## src/rtl/aha_pkg.sv

```systemverilog
// ----------------------------------------------------------------------------
// aha_pkg
// Shared types, constants and helpers of the arena heap allocator.
// ----------------------------------------------------------------------------
package aha_pkg;

    localparam int ARENA_BYTES   = 4096;
    localparam int HEADER_BYTES  = 16;
    localparam int CONTROL_BYTES = 48;
    localparam int STORE_WORDS   = ARENA_BYTES / 4;
    localparam int WORD_W        = $clog2(STORE_WORDS);
    localparam int APB_ADDR_W    = 4;

    typedef logic [WORD_W-1:0] idx_t;

    localparam idx_t       INIT_WORD = idx_t'(CONTROL_BYTES / 4);
    localparam logic [7:0] USED_FLAG = 8'h80;
    localparam logic [7:0] FREE_FLAG = 8'h00;

    localparam logic [1:0] FIT_BEST  = 2'd1;
    localparam logic [1:0] FIT_WORST = 2'd2;

    localparam logic [1:0] REG_ARENA_LEN  = 2'd0;
    localparam logic [1:0] REG_FIT_MODE   = 2'd1;
    localparam logic [1:0] REG_GUARD      = 2'd2;
    localparam logic [1:0] REG_ALLOW_ZERO = 2'd3;

    typedef enum logic [1:0] {
        FN_ALLOC,
        FN_FREE,
        FN_QUERY,
        FN_INIT
    } func_t;

    typedef enum logic [2:0] {
        STS_OK,
        STS_NOMEM,
        STS_RANGE,
        STS_NOINIT,
        STS_NOBLK
    } status_t;

    typedef enum logic [4:0] {
        S_CLEAR,
        S_IDLE,
        S_DISPATCH,
        S_INIT_W0,
        S_INIT_W1,
        S_A_WALK,
        S_A_W0,
        S_A_W1,
        S_A_W2,
        S_A_W3,
        S_L_RD,
        S_F_PREV,
        S_F_NX,
        S_F_NNW,
        S_F_WW,
        S_F_PV,
        S_F_NN2,
        S_DONE
    } ctrl_state_t;

    typedef struct packed {
        logic [12:0] arena_len;
        logic [1:0]  fit_mode;
        logic [7:0]  guard_bytes;
        logic        allow_zero;
    } cfg_t;

    typedef struct packed {
        logic        rd_en;
        idx_t        rd_addr;
        logic        st_we;
        idx_t        st_waddr;
        logic [31:0] st_wdata;
        logic        hv_we;
        idx_t        hv_waddr;
        logic        hv_wdata;
    } mem_req_t;

    typedef struct packed {
        logic [31:0] word;
        logic        valid;
    } mem_rsp_t;

    typedef struct packed {
        status_t     status;
        logic [11:0] addr_out;
        logic [12:0] user_len;
        logic        owned;
        logic [11:0] front_guard_addr;
        logic [11:0] back_guard_addr;
        logic [8:0]  back_guard_len;
        logic [12:0] free_bytes;
        logic [8:0]  free_count;
        logic [12:0] used_bytes;
        logic [8:0]  used_count;
    } result_t;

    // Header word 0: flags in the top byte, size in the low bits.
    function automatic logic [31:0] hdr_word(logic [12:0] size, logic [7:0] flags);
        return {flags, 11'b0, size};
    endfunction

    // Word index of the header that follows a block of the given size.
    function automatic idx_t hdr_next(idx_t w, logic [12:0] size);
        logic [12:0] span;
        logic [12:0] sum;
        span = 13'(HEADER_BYTES) + size;
        sum  = 13'(w) + (span >> 2);
        return sum[WORD_W-1:0];
    endfunction

endpackage

```

## src/rtl/aha_regs.sv

```systemverilog
// ----------------------------------------------------------------------------
// aha_regs
// APB configuration registers of the arena heap allocator.
// ----------------------------------------------------------------------------
module aha_regs (
    input  logic                           clk,
    input  logic                           rst_n,
    input  logic                           psel,
    input  logic                           penable,
    input  logic                           pwrite,
    input  logic [aha_pkg::APB_ADDR_W-1:0] paddr,
    input  logic [31:0]                    pwdata,
    output logic [31:0]                    prdata,
    output logic                           pready,
    output aha_pkg::cfg_t                  cfg
);
    import aha_pkg::*;

    cfg_t cfg_reg;
    logic wr_en;

    assign wr_en  = psel && penable && pwrite;
    assign pready = 1'b1;
    assign cfg    = cfg_reg;

    always_ff @(posedge clk or negedge rst_n)
    begin
        if (!rst_n)
        begin
            cfg_reg.arena_len   <= 13'(ARENA_BYTES);
            cfg_reg.fit_mode    <= '0;
            cfg_reg.guard_bytes <= '0;
            cfg_reg.allow_zero  <= 1'b0;
        end
        else if (wr_en)
        begin
            case (paddr[3:2])
                REG_ARENA_LEN:  cfg_reg.arena_len   <= pwdata[12:0];
                REG_FIT_MODE:   cfg_reg.fit_mode    <= pwdata[1:0];
                REG_GUARD:      cfg_reg.guard_bytes <= pwdata[7:0];
                REG_ALLOW_ZERO: cfg_reg.allow_zero  <= pwdata[0];
                default:        cfg_reg <= cfg_reg;
            endcase
        end
    end

    always_comb
    begin
        case (paddr[3:2])
            REG_ARENA_LEN:  prdata = 32'(cfg_reg.arena_len);
            REG_FIT_MODE:   prdata = 32'(cfg_reg.fit_mode);
            REG_GUARD:      prdata = 32'(cfg_reg.guard_bytes);
            REG_ALLOW_ZERO: prdata = 32'(cfg_reg.allow_zero);
            default:        prdata = '0;
        endcase
    end

endmodule

```

## config.mk

```make
export PLATFORM = sky130hd
export DESIGN_NAME = aha_regs
export DESIGN_NICKNAME = d
export VERILOG_FILES = /design/src/rtl/aha_pkg.sv /design/src/rtl/aha_regs.sv
export SDC_FILE = /design/constraint.sdc
export NUM_CORES = 1
export LEC_CHECK = 0
export BUFFER_PORTS_ARGS = -buffer_cell sky130_fd_sc_hd__buf_2
export CAP_MARGIN = 10
export CORE_ASPECT_RATIO = 0.7
export CORE_MARGIN = 3
export CORE_UTILIZATION = 32
export DETAILED_ROUTE_END_ITERATION = 7
export PLACE_DENSITY = 0.67
export SLEW_MARGIN = 20
export SYNTH_ARGS = -nofsm -noshare
export SYNTH_HDL_FRONTEND = slang
export SYNTH_SLANG_ARGS = --single-unit
export TNS_END_PERCENT = 10
```

## constraint.sdc

```tcl
create_clock -name clk -period 1.1 [get_ports clk]
set_input_delay 0.165 -clock clk [delete_from_list [all_inputs] [get_ports clk]]
set_output_delay 0.165 -clock clk [all_outputs]
set_load 0.05 [all_outputs]
```

---- Word-level counts from Yosys, hierarchy flattened ----
Cells that the tools add are included.
word-level totals
  register bits after elaboration ......... 24
  output and inout port bits .............. 57
  bits of input ports ..................... 41
  word-level logic and storage cells ...... 15
cells by class
  muxes and demuxes ....................... 1
  reductions and logical operators ........ 7
  equal/unequal tests ..................... 3
operator list
  kind                                                              count
  32-bit one-hot mux with 4 select lines                            1
  2-bit AND reduction                                               4
  2-bit == test (second input constant)                             2
  2-bit by 1-bit == test with 1-bit output (second input constant)  1
  1-bit logical AND                                                 2
  2-bit logical NOT                                                 1

---- Depth between registers and ports, before layout ----
Gate-level depths: netlist of the first run.
  depth in word-level cells ............... 3
  depth in mapped cells ................... 4
  mapped depth without buffers ............ 3

---- Worst setup path before layout of the first run ----
OpenSTA, ideal clock, no wires.
  path kind ............................... register to output
  start ................................... register cfg_reg, in the netlist cfg[10]
  end ..................................... output port prdata[1]
  buffers on the path ..................... 0
  stages on the path, launching flop included .. 3
  data arrival time ....................... 1859 ps
  required time ........................... 935 ps
  path slack .............................. -924 ps
  path through ............................ dfrtp_1 mux2i_1 o21ai_0
on the way
  longest elaborated chain between the ends .. 1
ends and longest elaborated chain
  what                                    RTL line        source
  start, declared                         aha_regs.sv:19  cfg_t cfg_reg;
  start signal, assigned                  aha_regs.sv:42  default: cfg_reg <= cfg_reg;
  32-bit one-hot mux with 4 select lines  aha_regs.sv:49  case (paddr[3:2])
  end, declared                           aha_regs.sv:13  output logic [31:0] prdata,
No other way between the ends. The select of a mux whose other input is x is not followed.

---- Final worst setup path of the first run ----
  start ................................... register cfg_reg, in the netlist cfg[0]
  end ..................................... output port prdata[0]
The elaborated chain is that of the path after synthesis.

==> results.cfg, run 1 <==
[setup_path]
worstSetupPathType = reg2out
cp_data_required_time_ns = 0.94
r2r-end = cfg[12]$_DFFE_PN0P_
crit_arrival_ns = 1.32
crit_path_start_kind = flop
timing.rr.start = cfg[12]$_DFFE_PN0P_
cp-end-kind = output port
cp_max_fo = 2
rr_worst_depth = 2
r2r_slack_ns = 0.16

[route]
wirelength_mm = 3.122
ant_nets = 0
vias = 994
wl_per_cell_microns = 13.63
vias_per_cell = 4.341
dr.pass1.iters = 4
drc = 0
drt-initial-drc-count = 12

[final_layout]
fin_util = 0.5706
drive_gt1_frac = 0.7709
nNetsFinal = 221
n_antenna_cell = 0
synthToLayoutAreaGrowth_pct = 64.92
multi_input_area_sq_um = 664.4
fillCellCount = 312
layoutNonFillerInstCount = 229
final-seq-area_sq_um = 611.8
largest_reg_flops = 24

[sta]
holdWs_ns = 0.1225
setup_tns_ns = -2.050
rsz0062_at_grt = true
slew_headroom = 0.6500
timing.fmax_ghz = 0.6734
worstMarginPinSlew_ns = 0.5250
setup_viol = 24
finalClockSkew_ns = 0
period_needed_ns = 1.485
finalCritPeriodShare = 1.350
slew_viol_final = 0
hold_violations = 0
setup_slack_ns = -0.3851

[synthesis]
ys_warn_count = 0
synth_top_area_share = 0.4559
syn_area_per_cell_sq_um = 12.38
synth_area_leaders = dfrtp_1, mux2_2, buf_4, mux2i_1, nor2_1
syn_area_sq_um = 1262
ys_async_sr_fraction = 1.000
yosysMostFrequentCell = mux2_2
yosys_most_used_dff = dfrtp_1
synth-edff-count = 0
yosysTopAreaCell = dfrtp_1
synth_cell_types = 18
synth_seq_cells = 24
synth_cells = 102
ys_seq_area_frac = 0.4767
synth_commonest_cells = mux2_2, dfrtp_1, buf_4

[pwr]
finalPower_mw = 4.416
irDropWorstVdd_mv = 1.196
p_per_area_nw_per_um2 = 2121
p_leak_nw = 0.9777

[die]
die-area_sq_um = 4747
io_pins = 98
core_sq_um = 3649
die_w_microns = 81.08
die_y_microns = 58.55
row_count = 18
start_util = 0.3460

[clock_tree]
cts_root_buffer = clkbuf_8
cts_tree = yes
htree_levels = 1
clk_path_buf_depth = 2
clkTransAtPathRegs_ns = 0.09
insertion_delay_ns = 0.27
numClockSinks = 24
cts_buffers = 3

[global_route]
grt_usage = 0.1365
grt_pass1_wl_mm = 4.947
grt_pass1_vias = 1018
gr-total-overflow = 0
grt_max_degree = 25
antenna_found_initial = 0

[placed_design]
port_buffers = 56
dp_hpwl_mm = 2.366
place_inst = 219
place_congestion = 0.7875

[worst_hold_path]
holdPathStages = 2
hold_start = pwdata[8]
holdPathEnd = cfg[19]$_DFFE_PN0P_
min_path_type = in2reg

[status]
status = finished, violations left
violations = negative setup slack

[flow_run]
drv_cap = 0
## layer usage
metal / vias up / global-route usage / part of all wire
li1: 458 / - / -
met1: 486 / 0.1510 / 0.36
met2: 46 / 0.2526 / 0.55
met3: 4 / 0.05199 / 0.077
met4: 0 / 0.02410 / 0.0096
met5: - / 0 / 0
## layout by cell type (no fill, tap or decap)
master         Yosys  routed
and2_4             0       5
buf_12             0       3
buf_2              2      19
buf_4             20      19
buf_6              1      22
buf_8              0       1
bufinv_16          0       1
clkbuf_4           0      13
clkbuf_8           0       3
conb_1             2      20
dfrtp_1           23      15
dfrtp_2            0       8
dfstp_2            1       1
dlygate4sd3_1      0       1
inv_2              1       1
mux2_2            24      24
mux2i_2            0       6
mux2i_4            0       1
mux4_2             1       1
nand3_1            1       1
nand3b_1           1       1
nand4_1            1       1
nor2_1             9       2
nor2_4             0       7
nor3_2             1       1
nor3_4             1       1
o21ai_4            0       1
## critical path: stages (launching register included)
cell and delay (ns):
dfrtp_2 0.41, mux4_2 0.48, buf_6 0.17
## kinds of logic after synthesis
| family | after synthesis | synth area share |
|---|---|---|
| mux | 32 | 0.2874 |
| compound gates | 1 | 0.003961 |
| flops | 24 | 0.4767 |
| other cells | 2 | 0.005949 |
| buf+inv | 24 | 0.1387 |
| simple gates | 19 | 0.08722 |
## layout make-up
type / count / area share
Inverter: 1 / 0.001803
Multi-Input combinational cell: 72 / 0.3191
Timing Repair Buffer: 78 / 0.3209
Clock buffer: 3 / 0.01983
Sequential cell: 24 / 0.2939
Clock inverter: 1 / 0.01442
Tap cell: 50 / 0.03005
## power by group
group	internal (mW)	total (mW)	switching, mW
registers	1.11	1.27	0.166
logic	0.864	2.38	1.52
clock network	0.486	0.760	0.274
## metrics by stage
| step | setup WS [ns] | instance area, sq um |
|---|---|---|
| floorplan | -0.2234 | 1403 |
| global placement | -0.1605 | 1729 |
| detailed placement | -0.1925 | 1729 |
| CTS | -0.3987 | 1974 |
| global route | -0.4292 | 2082 |
| finish | -0.3851 | 2082 |
## worst max-delay path by stage
stage	endpoint	depth (start not counted)	from	slack, ns
floorplan	prdata[0]	1	cfg[0]$_DFFE_PN0P_	-0.22
global placement	prdata[10]	5	paddr[2]	-0.16
detailed placement	prdata[5]	5	paddr[3]	-0.19
CTS	prdata[0]	2	cfg[0]$_DFFE_PN0P_	-0.40
global route	prdata[0]	2	cfg[11]$_DFFE_PN0P_	-0.43
finish	prdata[0]	2	cfg[0]$_DFFE_PN0P_	-0.39
## what timing repair did
| item | in CTS | in global routing |
|---|---|---|
| hold buffers | 1 | 0 |
| hold endpoints to repair | 23 | 0 |
| endpoints found under the setup margin | 20 | 36 |
| resized for setup | 48 | 31 |
| pin swaps | 0 | 0 |
| setup buffers | 1 | 4 |
No activity file was read; power rests on OpenSTA's default activity.
==> run 2: changes to the inputs <==
--- a/config.mk
+++ b/config.mk
@@ -11,6 +11,7 @@
 export CORE_MARGIN = 3
 export CORE_UTILIZATION = 32
 export DETAILED_ROUTE_END_ITERATION = 7
+export GPL_TIMING_DRIVEN = 0
 export PLACE_DENSITY = 0.67
 export SLEW_MARGIN = 20
 export SYNTH_ARGS = -nofsm -noshare
==> results.cfg, run 2 (synthesized netlist as in run 1, its figures left out) <==
[placed_design]
postPlaceCellArea_sq_um = 1745
place_inst = 226
port_buffers = 56
place_congestion = 0.6896
dp_hpwl_mm = 2.315
pre_cts_ws_ns = -0.4397

[final_layout]
layoutNonFillerInstCount = 237
nNetsFinal = 229
synthToLayoutAreaGrowth_pct = 67.69
n_antenna_cell = 0
final_common_cell = buf_4
layout_common_cells = buf_4, mux2_2, buf_2, conb_1, buf_6
largest_reg_flops = 24
drive_gt1_frac = 0.7701
final_area_sq_um = 2117

[die]
row_count = 18
die_w_microns = 81.08
die-area_sq_um = 4747
start_util = 0.3460
die_y_microns = 58.55
core_sq_um = 3649
io_pins = 98

[global_route]
grt_pass1_wl_mm = 4.933
grt_pass1_vias = 996
antenna_found_initial = 0
grt_max_degree = 25
grt_usage = 0.1346
gr-total-overflow = 0

[clock_tree]
cts_buffers = 3
insertion_delay_ns = 0.27
clk_path_buf_depth = 2
clkTransAtPathRegs_ns = 0.09
cts_tree = yes
htree_levels = 1
numClockSinks = 24
cts_root_buffer = clkbuf_8

[status]
status = finished, violations left
violations = negative setup slack

[sta]
timing.fmax_ghz = 0.6556
hold_violations = 0
holdWs_ns = 0.1243
worstMarginPinSlew_ns = 0.5499
rsz0062_at_grt = true
setup_slack_ns = -0.4254
setup_viol = 19
finalClockSkew_ns = 0
finalCritPeriodShare = 1.387
period_needed_ns = 1.525
slew_viol_final = 0
slew_headroom = 0.6334

[pwr]
p_per_area_nw_per_um2 = 2067
irDropWorstVdd_mv = 1.076
p_leak_nw = 1.025

[setup_path]
worstSetupPathType = reg2out
crit_arrival_ns = 1.36
crit_path_start_kind = flop
cp-end-kind = output port
r2r_slack_ns = 0.17
cp_data_required_time_ns = 0.94
cp_max_fo = 2

[worst_hold_path]
min_path_type = in2reg

[route]
drt-initial-drc-count = 17
dr.pass1.iters = 4
wirelength_mm = 3.049
drc = 0
vias_per_cell = 4.278
wl_per_cell_microns = 12.86
ant_nets = 0
vias = 1014

[flow_run]
drv_cap = 0
[run 2: metrics by stage]
step | utilization | power, mW | setup TNS, ns
after floorplan | - | 2.799 | -2.915
after global placement | 0.4784 | 3.179 | -9.017
after detailed placement | 0.4784 | 3.215 | -10.14
after CTS | 0.5370 | 4.230 | -3.825
after global routing | 0.5802 | 4.568 | -3.125
final | 0.5802 | 4.375 | -2.040
[run 2: path summary, 6_finish.rpt]
check | endpoint | start | cells after the start
max | prdata[0] | cfg[0]$_DFFE_PN0P_ | 2
min | cfg[20]$_DFFE_PN0P_ | pwdata[9] | 2
max reg2reg | cfg[0]$_DFFE_PN0P_ | cfg[0]$_DFFE_PN0P_ | 2
min reg2reg | cfg[2]$_DFFE_PN0P_ | cfg[2]$_DFFE_PN0P_ | 1
max in group asynchronous | cfg[3]$_DFFE_PN0P_ | rst_n | 2
min in group asynchronous | cfg[7]$_DFFE_PN0P_ | rst_n | 2
[run 2: power by group]
| group | leakage [nW] | switching (mW) | internal [mW] |
|---|---|---|---|
| clock network | 0.0357 | 0.278 | 0.486 |
| registers | 0.283 | 0.174 | 1.11 |
| logic | 0.706 | 1.50 | 0.834 |
[run 2: timing repair]
item / in CTS / in global routing
hold buffers: 1 / 0
setup buffers: 5 / 1
pin swaps: 1 / 0
setup endpoints to repair: 25 / 53
hold endpoints to repair: 23 / 0
gates resized for setup: 30 / 56
[run 2: routing by layer]
metal | up-vias | GRT usage | share of wire
met3 | 0 | 0.03823 | 0.081
met2 | 43 | 0.2363 | 0.52
met4 | 0 | 0.01446 | 0
li1 | 483 | - | -
met5 | - | 0 | 0
met1 | 488 | 0.1715 | 0.40
[run 2: critical path, cell delays in order (launching register included)]
cell and delay (ns):
dfrtp_2 0.42, mux4_2 0.50, buf_8 0.17
[run 2: final cells by class]
| class | count | area [sq um] |
|---|---|---|
| Clock inverter | 1 | 30.03 |
| Multi-Input combinational cell | 72 | 681.9 |
| Sequential cell | 24 | 611.8 |
| Inverter | 1 | 3.754 |
| Tap cell | 50 | 62.56 |
| Buffer | 23 | 187.7 |
| Timing Repair Buffer | 63 | 498.0 |
| Fill cell | 300 | 1531 |
| Clock buffer | 3 | 41.29 |
