### config.mk
export PLATFORM = sky130hd
export DESIGN_NAME = aha_ctrl
export DESIGN_NICKNAME = d
export VERILOG_FILES = /design/src/rtl/aha_pkg.sv /design/src/rtl/aha_ctrl.sv
export SDC_FILE = /design/constraint.sdc
export NUM_CORES = 1
export LEC_CHECK = 0
export BUFFER_PORTS_ARGS = -buffer_cell sky130_fd_sc_hd__buf_2
export CAP_MARGIN = 20
export CORE_UTILIZATION = 55
export CTS_CLUSTER_DIAMETER = 100
export CTS_CLUSTER_SIZE = 24
export DETAILED_ROUTE_END_ITERATION = 7
export PLACE_DENSITY_LB_ADDON = 0.2
export SLEW_MARGIN = 10
export SYNTH_ARGS = -nofsm -noshare
export SYNTH_HDL_FRONTEND = slang
export SYNTH_SLANG_ARGS = --single-unit
### constraint.sdc
create_clock -name clk -period 9.2 [get_ports clk]
set_input_delay 0.92 -clock clk [delete_from_list [all_inputs] [get_ports clk]]
set_output_delay 0.92 -clock clk [all_outputs]
set_load 0.01 [all_outputs]
### src/rtl/aha_pkg.sv
// ----------------------------------------------------------------------------
// aha_pkg
// Shared types, constants and helpers of the arena heap allocator.
// ----------------------------------------------------------------------------
package aha_pkg;

    localparam int ARENA_BYTES   = 4096;
    localparam int HEADER_BYTES  = 16;
    localparam int CONTROL_BYTES = 48;
    localparam int STORE_WORDS   = ARENA_BYTES / 4;
    localparam int WORD_W        = $clog2(STORE_WORDS);
    localparam int APB_ADDR_W    = 4;

    typedef logic [WORD_W-1:0] idx_t;

    localparam idx_t       INIT_WORD = idx_t'(CONTROL_BYTES / 4);
    localparam logic [7:0] USED_FLAG = 8'h80;
    localparam logic [7:0] FREE_FLAG = 8'h00;

    localparam logic [1:0] FIT_BEST  = 2'd1;
    localparam logic [1:0] FIT_WORST = 2'd2;

    localparam logic [1:0] REG_ARENA_LEN  = 2'd0;
    localparam logic [1:0] REG_FIT_MODE   = 2'd1;
    localparam logic [1:0] REG_GUARD      = 2'd2;
    localparam logic [1:0] REG_ALLOW_ZERO = 2'd3;

    typedef enum logic [1:0] {
        FN_ALLOC,
        FN_FREE,
        FN_QUERY,
        FN_INIT
    } func_t;

    typedef enum logic [2:0] {
        STS_OK,
        STS_NOMEM,
        STS_RANGE,
        STS_NOINIT,
        STS_NOBLK
    } status_t;

    typedef enum logic [4:0] {
        S_CLEAR,
        S_IDLE,
        S_DISPATCH,
        S_INIT_W0,
        S_INIT_W1,
        S_A_WALK,
        S_A_W0,
        S_A_W1,
        S_A_W2,
        S_A_W3,
        S_L_RD,
        S_F_PREV,
        S_F_NX,
        S_F_NNW,
        S_F_WW,
        S_F_PV,
        S_F_NN2,
        S_DONE
    } ctrl_state_t;

    typedef struct packed {
        logic [12:0] arena_len;
        logic [1:0]  fit_mode;
        logic [7:0]  guard_bytes;
        logic        allow_zero;
    } cfg_t;

    typedef struct packed {
        logic        rd_en;
        idx_t        rd_addr;
        logic        st_we;
        idx_t        st_waddr;
        logic [31:0] st_wdata;
        logic        hv_we;
        idx_t        hv_waddr;
        logic        hv_wdata;
    } mem_req_t;

    typedef struct packed {
        logic [31:0] word;
        logic        valid;
    } mem_rsp_t;

    typedef struct packed {
        status_t     status;
        logic [11:0] addr_out;
        logic [12:0] user_len;
        logic        owned;
        logic [11:0] front_guard_addr;
        logic [11:0] back_guard_addr;
        logic [8:0]  back_guard_len;
        logic [12:0] free_bytes;
        logic [8:0]  free_count;
        logic [12:0] used_bytes;
        logic [8:0]  used_count;
    } result_t;

    // Header word 0: flags in the top byte, size in the low bits.
    function automatic logic [31:0] hdr_word(logic [12:0] size, logic [7:0] flags);
        return {flags, 11'b0, size};
    endfunction

    // Word index of the header that follows a block of the given size.
    function automatic idx_t hdr_next(idx_t w, logic [12:0] size);
        logic [12:0] span;
        logic [12:0] sum;
        span = 13'(HEADER_BYTES) + size;
        sum  = 13'(w) + (span >> 2);
        return sum[WORD_W-1:0];
    endfunction

endpackage

### src/rtl/aha_ctrl.sv
// ----------------------------------------------------------------------------
// aha_ctrl
// Sequencer: walks the block chain, splits, merges and answers each item.
// ----------------------------------------------------------------------------
module aha_ctrl (
    input  logic              clk,
    input  logic              rst_n,
    input  aha_pkg::cfg_t     cfg,
    input  logic              in_valid,
    output logic              in_stall,
    input  logic [1:0]        func,
    input  logic [12:0]       req_bytes,
    input  logic [11:0]       addr,
    output logic              out_valid,
    input  logic              out_stall,
    output aha_pkg::result_t  result,
    output aha_pkg::mem_req_t mreq,
    input  aha_pkg::mem_rsp_t mrsp
);
    import aha_pkg::*;

    ctrl_state_t state_reg, state_next;
    idx_t        clr_idx_reg, clr_idx_next;
    logic        init_pend_reg, init_pend_next;
    func_t       func_reg, func_next;
    logic [12:0] req_reg, req_next;
    logic [11:0] addr_reg, addr_next;
    logic        heap_ready_reg, heap_ready_next;
    idx_t        first_reg, first_next;
    idx_t        last_reg, last_next;
    logic [12:0] free_total_reg, free_total_next;
    logic [8:0]  free_cnt_reg, free_cnt_next;
    logic [12:0] used_total_reg, used_total_next;
    logic [8:0]  used_cnt_reg, used_cnt_next;
    idx_t        cur_reg, cur_next;
    logic        have_reg, have_next;
    idx_t        found_reg, found_next;
    logic [12:0] fs_reg, fs_next;
    logic [12:0] realn_reg, realn_next;
    idx_t        w_reg, w_next;
    logic [12:0] size_reg, size_next;
    idx_t        prev_reg, prev_next;
    idx_t        nx_reg, nx_next;
    idx_t        nn_reg, nn_next;
    result_t     res_reg, res_next;
    result_t     out_reg, out_next;
    logic        out_valid_reg, out_valid_next;

    // Helpers shared by the next-state and output blocks
    logic [7:0]  g;
    logic [8:0]  g2;
    logic [12:0] arena_cap, init_min, init_size;
    logic [13:0] req_round, realn_full;
    logic [13:0] pad_diff;
    logic        alloc_go;
    logic [8:0]  loc_base;
    logic [11:0] loc_off;
    status_t     loc_status;
    idx_t        loc_w;
    logic [12:0] rd_size;
    logic        rd_used;
    logic [6:0]  rd_pad;
    logic        fit_best, fit_worst, fit_first;
    logic        walk_hit, walk_take, walk_end;
    idx_t        walk_next;
    logic [12:0] nextlen, minr, bsize;
    logic        do_split;
    idx_t        nw_idx, after_idx, nx_addr;
    logic [13:0] q_need;
    logic [8:0]  q_padg;
    logic [12:0] q_front, found_payload;
    logic        out_free;

    assign g      = {cfg.guard_bytes[7:2], 2'b00};
    assign g2     = {g, 1'b0};

    assign arena_cap = (cfg.arena_len > 13'(ARENA_BYTES)) ? 13'(ARENA_BYTES)
                                                          : {cfg.arena_len[12:2], 2'b00};
    assign init_min  = 13'(CONTROL_BYTES + HEADER_BYTES) + 13'(g2);
    assign init_size = arena_cap - 13'(CONTROL_BYTES + HEADER_BYTES);

    assign req_round  = (14'(req_reg) + 14'd3) & ~14'd3;
    assign realn_full = req_round + 14'(g2);
    assign pad_diff   = req_round - 14'(req_reg);
    assign alloc_go   = (realn_full <= 14'(free_total_reg))
                        && !(req_reg == '0 && !cfg.allow_zero);

    assign loc_base = 9'(HEADER_BYTES) + 9'(g);
    assign loc_off  = addr_reg - 12'(loc_base);
    assign loc_w    = loc_off[11:2];

    always_comb
    begin
        if (addr_reg < 12'(loc_base))
            loc_status = STS_RANGE;
        else if (loc_off < {first_reg, 2'b00} || loc_off > {last_reg, 2'b00})
            loc_status = STS_RANGE;
        else if (loc_off[1:0] != 2'b00)
            loc_status = STS_NOBLK;
        else
            loc_status = STS_OK;
    end

    assign rd_size = mrsp.word[12:0];
    assign rd_used = mrsp.word[31];
    assign rd_pad  = mrsp.word[30:24];

    assign fit_best  = (cfg.fit_mode == FIT_BEST);
    assign fit_worst = (cfg.fit_mode == FIT_WORST);
    assign fit_first = !fit_best && !fit_worst;

    assign walk_hit  = !rd_used && (rd_size >= realn_reg);
    assign walk_take = walk_hit && (!have_reg || (fit_best && fs_reg > rd_size)
                                              || (fit_worst && fs_reg < rd_size));
    assign walk_end  = (cur_reg == last_reg) || (walk_hit && fit_first);
    assign walk_next = hdr_next(cur_reg, rd_size);

    assign nextlen   = fs_reg - realn_reg;
    assign minr      = 13'(HEADER_BYTES) + 13'(g2);
    assign do_split  = (nextlen > minr) || (nextlen == minr && cfg.allow_zero);
    assign bsize     = do_split ? realn_reg : fs_reg;
    assign nw_idx    = hdr_next(found_reg, realn_reg);
    assign after_idx = hdr_next(found_reg, fs_reg);
    assign nx_addr   = hdr_next(w_reg, size_reg);

    assign q_need        = 14'(rd_pad) + 14'(g2);
    assign q_padg        = 9'(rd_pad) + 9'(g);
    assign q_front       = {1'b0, w_reg, 2'b00} + 13'(HEADER_BYTES);
    assign found_payload = {1'b0, found_reg, 2'b00} + 13'(HEADER_BYTES) + 13'(g);

    assign out_free = !out_valid_reg || !out_stall;

    always_ff @(posedge clk or negedge rst_n)
    begin
        if (!rst_n)
        begin
            state_reg      <= S_CLEAR;
            clr_idx_reg    <= '0;
            init_pend_reg  <= 1'b0;
            heap_ready_reg <= 1'b0;
            first_reg      <= '0;
            last_reg       <= '0;
            free_total_reg <= '0;
            free_cnt_reg   <= '0;
            used_total_reg <= '0;
            used_cnt_reg   <= '0;
            out_valid_reg  <= 1'b0;
        end
        else
        begin
            state_reg      <= state_next;
            clr_idx_reg    <= clr_idx_next;
            init_pend_reg  <= init_pend_next;
            heap_ready_reg <= heap_ready_next;
            first_reg      <= first_next;
            last_reg       <= last_next;
            free_total_reg <= free_total_next;
            free_cnt_reg   <= free_cnt_next;
            used_total_reg <= used_total_next;
            used_cnt_reg   <= used_cnt_next;
            out_valid_reg  <= out_valid_next;
        end
    end

    always_ff @(posedge clk)
    begin
        func_reg  <= func_next;
        req_reg   <= req_next;
        addr_reg  <= addr_next;
        cur_reg   <= cur_next;
        have_reg  <= have_next;
        found_reg <= found_next;
        fs_reg    <= fs_next;
        realn_reg <= realn_next;
        w_reg     <= w_next;
        size_reg  <= size_next;
        prev_reg  <= prev_next;
        nx_reg    <= nx_next;
        nn_reg    <= nn_next;
        res_reg   <= res_next;
        out_reg   <= out_next;
    end

    // Next state and datapath
    always_comb
    begin
        state_next      = state_reg;
        clr_idx_next    = clr_idx_reg;
        init_pend_next  = init_pend_reg;
        func_next       = func_reg;
        req_next        = req_reg;
        addr_next       = addr_reg;
        heap_ready_next = heap_ready_reg;
        first_next      = first_reg;
        last_next       = last_reg;
        free_total_next = free_total_reg;
        free_cnt_next   = free_cnt_reg;
        used_total_next = used_total_reg;
        used_cnt_next   = used_cnt_reg;
        cur_next        = cur_reg;
        have_next       = have_reg;
        found_next      = found_reg;
        fs_next         = fs_reg;
        realn_next      = realn_reg;
        w_next          = w_reg;
        size_next       = size_reg;
        prev_next       = prev_reg;
        nx_next         = nx_reg;
        nn_next         = nn_reg;
        res_next        = res_reg;
        out_next        = out_reg;
        out_valid_next  = out_valid_reg && out_stall;

        case (state_reg)
            S_CLEAR:
            begin
                clr_idx_next = clr_idx_reg + idx_t'(1);
                if (clr_idx_reg == idx_t'(STORE_WORDS - 1))
                begin
                    state_next = init_pend_reg ? S_INIT_W0 : S_IDLE;
                end
            end

            S_IDLE:
            begin
                if (in_valid)
                begin
                    func_next  = func_t'(func);
                    req_next   = req_bytes;
                    addr_next  = addr;
                    res_next   = '0;
                    state_next = S_DISPATCH;
                end
            end

            S_DISPATCH:
            begin
                state_next = S_DONE;
                if (func_reg == FN_INIT)
                begin
                    if (arena_cap < init_min)
                        res_next.status = STS_NOMEM;
                    else if (arena_cap == init_min && !cfg.allow_zero)
                        res_next.status = STS_RANGE;
                    else
                    begin
                        size_next      = init_size;
                        init_pend_next = 1'b1;
                        clr_idx_next   = '0;
                        state_next     = S_CLEAR;
                    end
                end
                else if (!heap_ready_reg)
                begin
                    res_next.status = STS_NOINIT;
                end
                else if (func_reg == FN_ALLOC)
                begin
                    if (realn_full > 14'(free_total_reg))
                        res_next.status = STS_NOMEM;
                    else if (!alloc_go)
                        res_next.status = STS_RANGE;
                    else
                    begin
                        realn_next = realn_full[12:0];
                        cur_next   = first_reg;
                        have_next  = 1'b0;
                        state_next = S_A_WALK;
                    end
                end
                else
                begin
                    res_next.status = loc_status;
                    if (loc_status == STS_OK)
                    begin
                        w_next     = loc_w;
                        state_next = S_L_RD;
                    end
                end
            end

            S_INIT_W0:
            begin
                init_pend_next  = 1'b0;
                heap_ready_next = 1'b1;
                first_next      = INIT_WORD;
                last_next       = INIT_WORD;
                free_total_next = size_reg;
                free_cnt_next   = 9'd1;
                used_total_next = '0;
                used_cnt_next   = '0;
                state_next      = S_INIT_W1;
            end

            S_INIT_W1:
            begin
                state_next = S_DONE;
            end

            S_A_WALK:
            begin
                if (walk_take)
                begin
                    have_next  = 1'b1;
                    found_next = cur_reg;
                    fs_next    = rd_size;
                end
                if (!walk_end)
                    cur_next = walk_next;
                else if (!(have_reg || walk_take))
                begin
                    res_next.status = STS_NOMEM;
                    state_next      = S_DONE;
                end
                else
                    state_next = S_A_W0;
            end

            S_A_W0:
            begin
                used_total_next   = used_total_reg + bsize;
                used_cnt_next     = used_cnt_reg + 9'd1;
                res_next.addr_out = found_payload[11:0];
                if (do_split)
                begin
                    free_total_next = free_total_reg - (realn_reg + 13'(HEADER_BYTES));
                    state_next      = S_A_W1;
                end
                else
                begin
                    free_total_next = free_total_reg - fs_reg;
                    free_cnt_next   = free_cnt_reg - 9'd1;
                    state_next      = S_DONE;
                end
            end

            S_A_W1:
            begin
                state_next = S_A_W2;
            end

            S_A_W2:
            begin
                if (found_reg == last_reg)
                begin
                    last_next  = nw_idx;
                    state_next = S_DONE;
                end
                else
                    state_next = S_A_W3;
            end

            S_A_W3:
            begin
                state_next = S_DONE;
            end

            S_L_RD:
            begin
                state_next = S_DONE;
                if (!mrsp.valid)
                    res_next.status = STS_NOBLK;
                else if (func_reg == FN_QUERY)
                begin
                    if (14'(rd_size) < q_need)
                        res_next.status = STS_RANGE;
                    else
                    begin
                        res_next.user_len = rd_size - q_need[12:0];
                        if (rd_used)
                        begin
                            res_next.owned            = 1'b1;
                            res_next.front_guard_addr = q_front[11:0];
                            res_next.back_guard_len   = q_padg;
                            res_next.back_guard_addr  =
                                12'(q_front + rd_size - 13'(q_padg));
                        end
                    end
                end
                else if (rd_used)
                begin
                    size_next       = rd_size;
                    used_total_next = used_total_reg - rd_size;
                    used_cnt_next   = used_cnt_reg - 9'd1;
                    free_total_next = free_total_reg + rd_size;
                    free_cnt_next   = free_cnt_reg + 9'd1;
                    state_next      = S_F_PREV;
                end
            end

            S_F_PREV:
            begin
                prev_next = mrsp.word[WORD_W-1:0];
                if (w_reg != last_reg)
                begin
                    nx_next    = nx_addr;
                    state_next = S_F_NX;
                end
                else
                    state_next = S_F_WW;
            end

            S_F_NX:
            begin
                state_next = S_F_WW;
                if (!rd_used)
                begin
                    size_next       = size_reg + rd_size + 13'(HEADER_BYTES);
                    nn_next         = hdr_next(nx_reg, rd_size);
                    free_total_next = free_total_reg + 13'(HEADER_BYTES);
                    free_cnt_next   = free_cnt_reg - 9'd1;
                    if (nx_reg == last_reg)
                        last_next = w_reg;
                    else
                        state_next = S_F_NNW;
                end
            end

            S_F_NNW:
            begin
                state_next = S_F_WW;
            end

            S_F_WW:
            begin
                state_next = (w_reg != first_reg) ? S_F_PV : S_DONE;
            end

            S_F_PV:
            begin
                state_next = S_DONE;
                if (!rd_used)
                begin
                    free_total_next = free_total_reg + 13'(HEADER_BYTES);
                    free_cnt_next   = free_cnt_reg - 9'd1;
                    if (w_reg == last_reg)
                        last_next = prev_reg;
                    else
                    begin
                        nn_next    = nx_addr;
                        state_next = S_F_NN2;
                    end
                end
            end

            S_F_NN2:
            begin
                state_next = S_DONE;
            end

            S_DONE:
            begin
                if (out_free)
                begin
                    out_next            = res_reg;
                    out_next.free_bytes = free_total_reg;
                    out_next.free_count = free_cnt_reg;
                    out_next.used_bytes = used_total_reg;
                    out_next.used_count = used_cnt_reg;
                    out_valid_next      = 1'b1;
                    state_next          = S_IDLE;
                end
            end

            default:
            begin
                state_next = S_IDLE;
            end
        endcase
    end

    // Memory requests and handshake outputs
    always_comb
    begin
        mreq     = '0;
        in_stall = (state_reg != S_IDLE);

        case (state_reg)
            S_CLEAR:
            begin
                mreq.hv_we    = 1'b1;
                mreq.hv_waddr = clr_idx_reg;
                mreq.hv_wdata = 1'b0;
            end

            S_DISPATCH:
            begin
                if (heap_ready_reg && func_reg == FN_ALLOC && alloc_go)
                begin
                    mreq.rd_en   = 1'b1;
                    mreq.rd_addr = first_reg;
                end
                else if (heap_ready_reg && (func_reg == FN_FREE || func_reg == FN_QUERY)
                         && loc_status == STS_OK)
                begin
                    mreq.rd_en   = 1'b1;
                    mreq.rd_addr = loc_w;
                end
            end

            S_INIT_W0:
            begin
                mreq.st_we    = 1'b1;
                mreq.st_waddr = INIT_WORD;
                mreq.st_wdata = hdr_word(size_reg, FREE_FLAG);
                mreq.hv_we    = 1'b1;
                mreq.hv_waddr = INIT_WORD;
                mreq.hv_wdata = 1'b1;
            end

            S_INIT_W1:
            begin
                mreq.st_we    = 1'b1;
                mreq.st_waddr = INIT_WORD + idx_t'(1);
                mreq.st_wdata = '0;
            end

            S_A_WALK:
            begin
                // Chase the chain one header per cycle
                if (!walk_end)
                begin
                    mreq.rd_en   = 1'b1;
                    mreq.rd_addr = walk_next;
                end
            end

            S_A_W0:
            begin
                mreq.st_we    = 1'b1;
                mreq.st_waddr = found_reg;
                mreq.st_wdata = hdr_word(bsize, USED_FLAG | {1'b0, pad_diff[6:0]});
            end

            S_A_W1:
            begin
                mreq.st_we    = 1'b1;
                mreq.st_waddr = nw_idx;
                mreq.st_wdata = hdr_word(nextlen - 13'(HEADER_BYTES), FREE_FLAG);
                mreq.hv_we    = 1'b1;
                mreq.hv_waddr = nw_idx;
                mreq.hv_wdata = 1'b1;
            end

            S_A_W2:
            begin
                mreq.st_we    = 1'b1;
                mreq.st_waddr = nw_idx + idx_t'(1);
                mreq.st_wdata = 32'(found_reg);
            end

            S_A_W3:
            begin
                mreq.st_we    = 1'b1;
                mreq.st_waddr = after_idx + idx_t'(1);
                mreq.st_wdata = 32'(nw_idx);
            end

            S_L_RD:
            begin
                if (func_reg == FN_FREE && mrsp.valid && rd_used)
                begin
                    mreq.rd_en   = 1'b1;
                    mreq.rd_addr = w_reg + idx_t'(1);
                end
            end

            S_F_PREV:
            begin
                if (w_reg != last_reg)
                begin
                    mreq.rd_en   = 1'b1;
                    mreq.rd_addr = nx_addr;
                end
            end

            S_F_NX:
            begin
                // Absorb a free successor: drop its header
                if (!rd_used)
                begin
                    mreq.hv_we    = 1'b1;
                    mreq.hv_waddr = nx_reg;
                    mreq.hv_wdata = 1'b0;
                end
            end

            S_F_NNW:
            begin
                mreq.st_we    = 1'b1;
                mreq.st_waddr = nn_reg + idx_t'(1);
                mreq.st_wdata = 32'(w_reg);
            end

            S_F_WW:
            begin
                mreq.st_we    = 1'b1;
                mreq.st_waddr = w_reg;
                mreq.st_wdata = hdr_word(size_reg, FREE_FLAG);
                if (w_reg != first_reg)
                begin
                    mreq.rd_en   = 1'b1;
                    mreq.rd_addr = prev_reg;
                end
            end

            S_F_PV:
            begin
                if (!rd_used)
                begin
                    mreq.st_we    = 1'b1;
                    mreq.st_waddr = prev_reg;
                    mreq.st_wdata = hdr_word(rd_size + size_reg + 13'(HEADER_BYTES),
                                             FREE_FLAG);
                    mreq.hv_we    = 1'b1;
                    mreq.hv_waddr = w_reg;
                    mreq.hv_wdata = 1'b0;
                end
            end

            S_F_NN2:
            begin
                mreq.st_we    = 1'b1;
                mreq.st_waddr = nn_reg + idx_t'(1);
                mreq.st_wdata = 32'(prev_reg);
            end

            default:
            begin
                mreq = '0;
            end
        endcase
    end

    assign out_valid = out_valid_reg;
    assign result    = out_reg;

    a_chain_order: assert property (@(posedge clk) disable iff (!rst_n)
        heap_ready_reg |-> first_reg <= last_reg)
        else $error("first block lies beyond last block");

    a_walk_in_chain: assert property (@(posedge clk) disable iff (!rst_n)
        state_reg == S_A_WALK |-> cur_reg >= first_reg && cur_reg <= last_reg)
        else $error("chain walk left the block range");

    a_no_heap_empty: assert property (@(posedge clk) disable iff (!rst_n)
        !heap_ready_reg |-> free_cnt_reg == '0 && used_cnt_reg == '0)
        else $error("block counts set before init");

    a_heap_has_block: assert property (@(posedge clk) disable iff (!rst_n)
        heap_ready_reg && state_reg == S_IDLE |-> (free_cnt_reg + used_cnt_reg) != '0)
        else $error("initialized heap holds no block");

    a_done_delivers: assert property (@(posedge clk) disable iff (!rst_n)
        state_reg == S_DONE && out_free |=> out_valid_reg && state_reg == S_IDLE)
        else $error("finished item not loaded into output register");

endmodule

Word-level counts from Yosys, hierarchy flattened
Cells that the tools add are included.
- latch bits: 0
- output and inout port bits: 174
- memories kept: 0
- register bits after elaboration: 368
- ROM bits: 0
- input port bits: 88
- bits in writable memories: 0
- word-level logic and storage cells: 361
- div/mod/pow operators: 0
- bitwise gates (word level): 3
- order comparisons: 12
- eq/ne operators: 64
- multiply operators: 0
- multiplexer cells: 124
- $add $sub $neg: 44
- reduce and logical (&&, ||, !) cells: 72
- shifts and indexed selects: 0
- operators by type and width (cell ; count):
    $pmux W43 S10 ; 1
    $mux W13 ; 17
    $mux W10 ; 17
    $mux W47 ; 3
    $mux W106 ; 1
    $mux W5 ; 19
    $pmux W47 S2 ; 1
    $pmux W5 S16 ; 1
    $pmux W13 S3 ; 2
    $mux W9 ; 8
    $mux W11 ; 6
    $pmux W10 S2 ; 3
    $pmux W12 S5 ; 1
    $ne A2 B2 Y1 const B ; 28
    $mux W55 ; 1
    $pmux W11 S5 ; 1
    $pmux W13 S4 ; 1
    $sub A13 B13 Y13 ; 4
    $add A10 B1 Y10 const B ; 5
    $add A10 B10 Y10 ; 5
    $mux W3 ; 15
    $eq A10 B10 Y1 ; 4
    $eq A5 B4 Y1 const B ; 8
    $pmux W10 S4 ; 1
    73 further kinds ; 166

Logic depth before layout (Yosys ltp)
- depth in word-level cells: 12
- depth in mapped cells: 33
- gate-level depth less buffers: 31

Worst setup path before layout
Ideal clock, no wire load.
- path type: input to register
- start: input cfg[3] (netlist bit)
- end: register res_reg[44] (netlist bit) (enable)
- required time: 8.730 ns
- library setup time: 0.470 ns
- buffers on the path: 0
- slack: 2.652 ns
- arrival: 6.078 ns
- stages: 11
- cell sequence: ha_1 > fa_1 > inv_1 > ha_1 > o21ai_0 > a21boi_0 > o21ai_0 > a21boi_0 > o31ai_1 > a31oi_1 > a21boi_0
- cells in the longest elaborated chain, start to end: 4
- ends and longest elaborated chain (what ; line ; source):
    start: declaration ; aha_ctrl.sv:8 ; input aha_pkg::cfg_t cfg,
    $add A7 B9 Y10 ; aha_ctrl.sv:126 ; assign q_need = 14'(rd_pad) + 14'(g2);
    $lt A13 B10 Y1 ; aha_ctrl.sv:365 ; if (14'(rd_size) < q_need)
    $ne A2 B2 Y1 (no source line) ; -- ;
    $reduce_and A6 Y1 (no source line) ; -- ;
    end signal: assignment ; aha_ctrl.sv:180 ; res_reg <= res_next;
    end: declaration ; aha_ctrl.sv:45 ; result_t res_reg, res_next;
No other way between the ends.
A chain may end at the register's enable or synchronous reset.

Final worst setup path
- start: register realn_reg[3]
- end: register used_total_reg[12]
- cells in the longest elaborated chain, start to end: 7
- elaborated cells between the ends (all ways): 8
- classes of those cells: add/sub (2); order compare (1); eq/ne (1); mux (2); reduce/logical (2)
- ends and longest elaborated chain (what ; line ; source):
    start: declaration ; aha_ctrl.sv:39 ; logic [12:0] realn_reg, realn_next;
    start signal: assignment ; aha_ctrl.sv:174 ; realn_reg <= realn_next;
    parallel branches: the longest is 4 deep, another holds $sub A13 B13 Y13 ; -- ;
    $mux W13 (*) ; aha_ctrl.sv:121 ; assign bsize = do_split ? realn_reg : fs_reg;
    $add A13 B13 Y13 (*) ; aha_ctrl.sv:321 ; used_total_next = used_total_reg + bsize;
    $pmux W13 S3 (*) ; aha_ctrl.sv:214 ; case (state_reg)
    end signal: assignment ; aha_ctrl.sv:159 ; used_total_reg <= used_total_next;
    end: declaration ; aha_ctrl.sv:33 ; logic [12:0] used_total_reg, used_total_next;
Every way passes the cells marked *.

==> flow_summary.ini <==
[placed_design]
dp.cells = 3566
gp_congestion = 1.05
io_buffer_count = 233
place_hpwl_um = 76700
postPlaceCellArea_um2 = 28700

[grt]
grtUsageTotal_pct = 39.2
grt_max_degree = 62
grt_pass1_wl_um = 144000
overflow = 0
grt_pass1_vias = 22500
grt_antenna_before_repair = 5

[clock_tree]
cts.repair.resized = 0
clk_pin_slew_ps = 100
clockBufferDepth = 3
clkSinkCount = 357
postCtsHoldBufs = 0
cts_root_buf = clkbuf_16
cts_setup_buffers = 0
cts_tree = done
cts-buffers-inserted = 20
worstSkewPairLatency_ps = 590
cts_htree_levels = 1

[floorplan]
io_pins = 262
core_um2 = 47900
rows = 80
die-area_um2 = 49800
die_y_um = 223
initial_core_util_pct = 56.1
die_x_um = 223

[synth]
async_flop_share_pct = 20.2
synth_edf_count = 285
synthTopCellsByArea = edfxtp_1 (32%), ha_1 (13%), dfrtp_1 (6.7%)
synthCells = 2782
synth_area_um2 = 26900
ys_seq_area_share_pct = 38.5
ys_ff_latch = 357
synth.distinct_cells = 89
synthFlopType = edfxtp_1
synth_top_area_share_pct = 31.8
ys_warn_count = 0
synth.avg_cell_area_um2 = 9.66
synth_area_leader_cell = edfxtp_1

[detailed_routing]
avgViaCountPerCell = 6.52
firstDrtPassIters = 8
post_drt_wl_per_cell_um = 27.5
drc_errors = 7
first_iter_violations = 3116
vias = 23500
ant_nets = 0
finalWirelength_um = 99200

[worst_setup_path]
cp_top_family = compound AO/OA/AOI/OAI gates
crit_fanout = 26
path_class = flip-flop to flip-flop
startpoint = realn_reg[3]
path_common_cell = ha_1
slowest_delay_ps = 840
crit_buf_inv = 1
cpMaxStageDelayCell = o41ai_4
r2r-start = realn_reg[3]
critPathRequiredTime_ps = 9670
critPathCaptureType = flip-flop
arrival_ps = 8420
start_kind = flip-flop

[sta]
worst_pin_slew_ps = 1100
hold_violations = 0
post-route-period-util_pct = 86.5
post-route-min-period_ps = 7960
finalClockSkew_ps = 40.5
setup_tns_ps = 0
hold_slack_ps = 198
finalSetupViolations = 0
fmax_ghz = 0.126
rsz0062_at_grt = false
max_slew_margin_pct = 25.9
slew_viol_final = 0

[cells_and_area]
fin_cells = 3608
largest_reg_flops = 102
num-nets-final = 3369
syn_to_final_growth_pct = 9.49
postLayoutCellArea_um2 = 29400
drive_gt1_share_pct = 11.7

[power]
powerDensity_nw_per_um2 = 207
irDropWorstVdd_mv = 0.237
p_leak_nw = 12.5

[run_status]
status = finished, violations left
violations = DRC

[run]
cap_violations = 0

[worst_hold_path]
hold_path_class = input port to asynchronous set/reset pin
cell type report:
class                   count  area, µm²
flip-flops and latches    357      10400
clock buffers              29        577
well taps                 615        769
repair buffers            274       1490
clock inverters             7       83.8
diodes                      3       7.51
fillers                  4130      18500
inverters                 208        781
multi-input cells        2115      15400
synth_stat cells (13+ instances only):
master,number
and3_1,17
a211oi_1,13
a221oi_1,20
o21ai_0,160
o21bai_1,31
edfxtp_1,285
a21boi_0,14
a21o_1,56
a222oi_1,27
nor4_1,23
a31oi_1,15
dfrtp_1,72
nor2b_1,41
clkbuf_1,87
o211ai_1,31
nand3_1,83
nor2_1,201
nor3_1,61
inv_1,207
ha_1,278
a22oi_1,25
fa_1,27
a21oi_1,162
and2_1,18
buf_4,16
o21a_1,21
nand4_1,34
xnor2_1,193
o31ai_1,20
nand2b_1,23
o221ai_1,22
nand2_1,224
xor2_1,109
routing by layer:
metal  global-route usage, %  vias to the layer above  part of all wire (%)
met5                       0                        -                     0
met4                    23.8                        0                   7.3
met3                    6.59                      328                   9.8
met2                    61.3                     1326                    45
met1                    51.0                    11400                    38
li1                        -                    10500                     -
report_power, final:
group	switching, W	internal (W)
clock network	0.000583	0.000479
registers	0.000285	0.00213
logic	0.00163	0.000992
total	0.00249	0.00360
cells by family after synthesis:
family | count (synthesis) | synth area share, %
muxes | 14 | 0.563
other | 1 | 0.0140
DFF | 357 | 38.5
buffers and inverters | 324 | 4.78
AOI/OAI and AO/OA | 701 | 17.4
and+or+nand+nor | 776 | 13.8
adders and majority gates | 306 | 15.0
xor gates and xnor gates | 303 | 9.90
cell usage in the layout, fill, tap and decap left out, drive strengths merged, types with 8 or more instances in the layout:
cell    synthesis  final
edfxtp        285    285
ha            278    278
buf            29    274
nand2         225    225
inv           208    211
nor2          203    203
xnor2         193    193
o21ai         165    165
a21oi         163    163
xor2          110    110
nand3          83     83
dfrtp          72     72
nor3           61     61
a21o           56     56
nor2b          41     41
nand4          34     34
o21bai         31     31
o211ai         31     31
clkbuf         87     29
a222oi         27     27
fa             27     27
nor4           26     26
a22oi          25     25
nand2b         23     23
o221ai         22     22
o21a           21     21
a221oi         21     21
o31ai          20     20
and2           18     18
and3           17     17
a31oi          15     15
conb            1     15
a211oi         15     15
a21boi         15     15
o22ai          12     12
or3            11     11
o41ai          10     10
or2             8      8
mux2i           8      8
worst paths after layout:
check	endpoint	slack, ps	cells past startpoint
min reg2reg	result[58]	420	0
min	used_total_reg[6]	200	1
max in group asynchronous	clr_idx_reg[6]	7900	2
min in group clk	result[58]	420	0
max reg2reg	used_total_reg[12]	1240	28
max	used_total_reg[12]	1240	28
through the flow:
stage	utilization, %	total power (W)	setup slack (ps)
floorplan	-	0.00410	2650
global placement	59.9	0.00489	1520
detailed placement	59.9	0.00498	1460
CTS	61.3	0.00603	1400
global route	61.4	0.00639	742
finish	61.4	0.00609	1240
(Power assumes the default switching activity.)
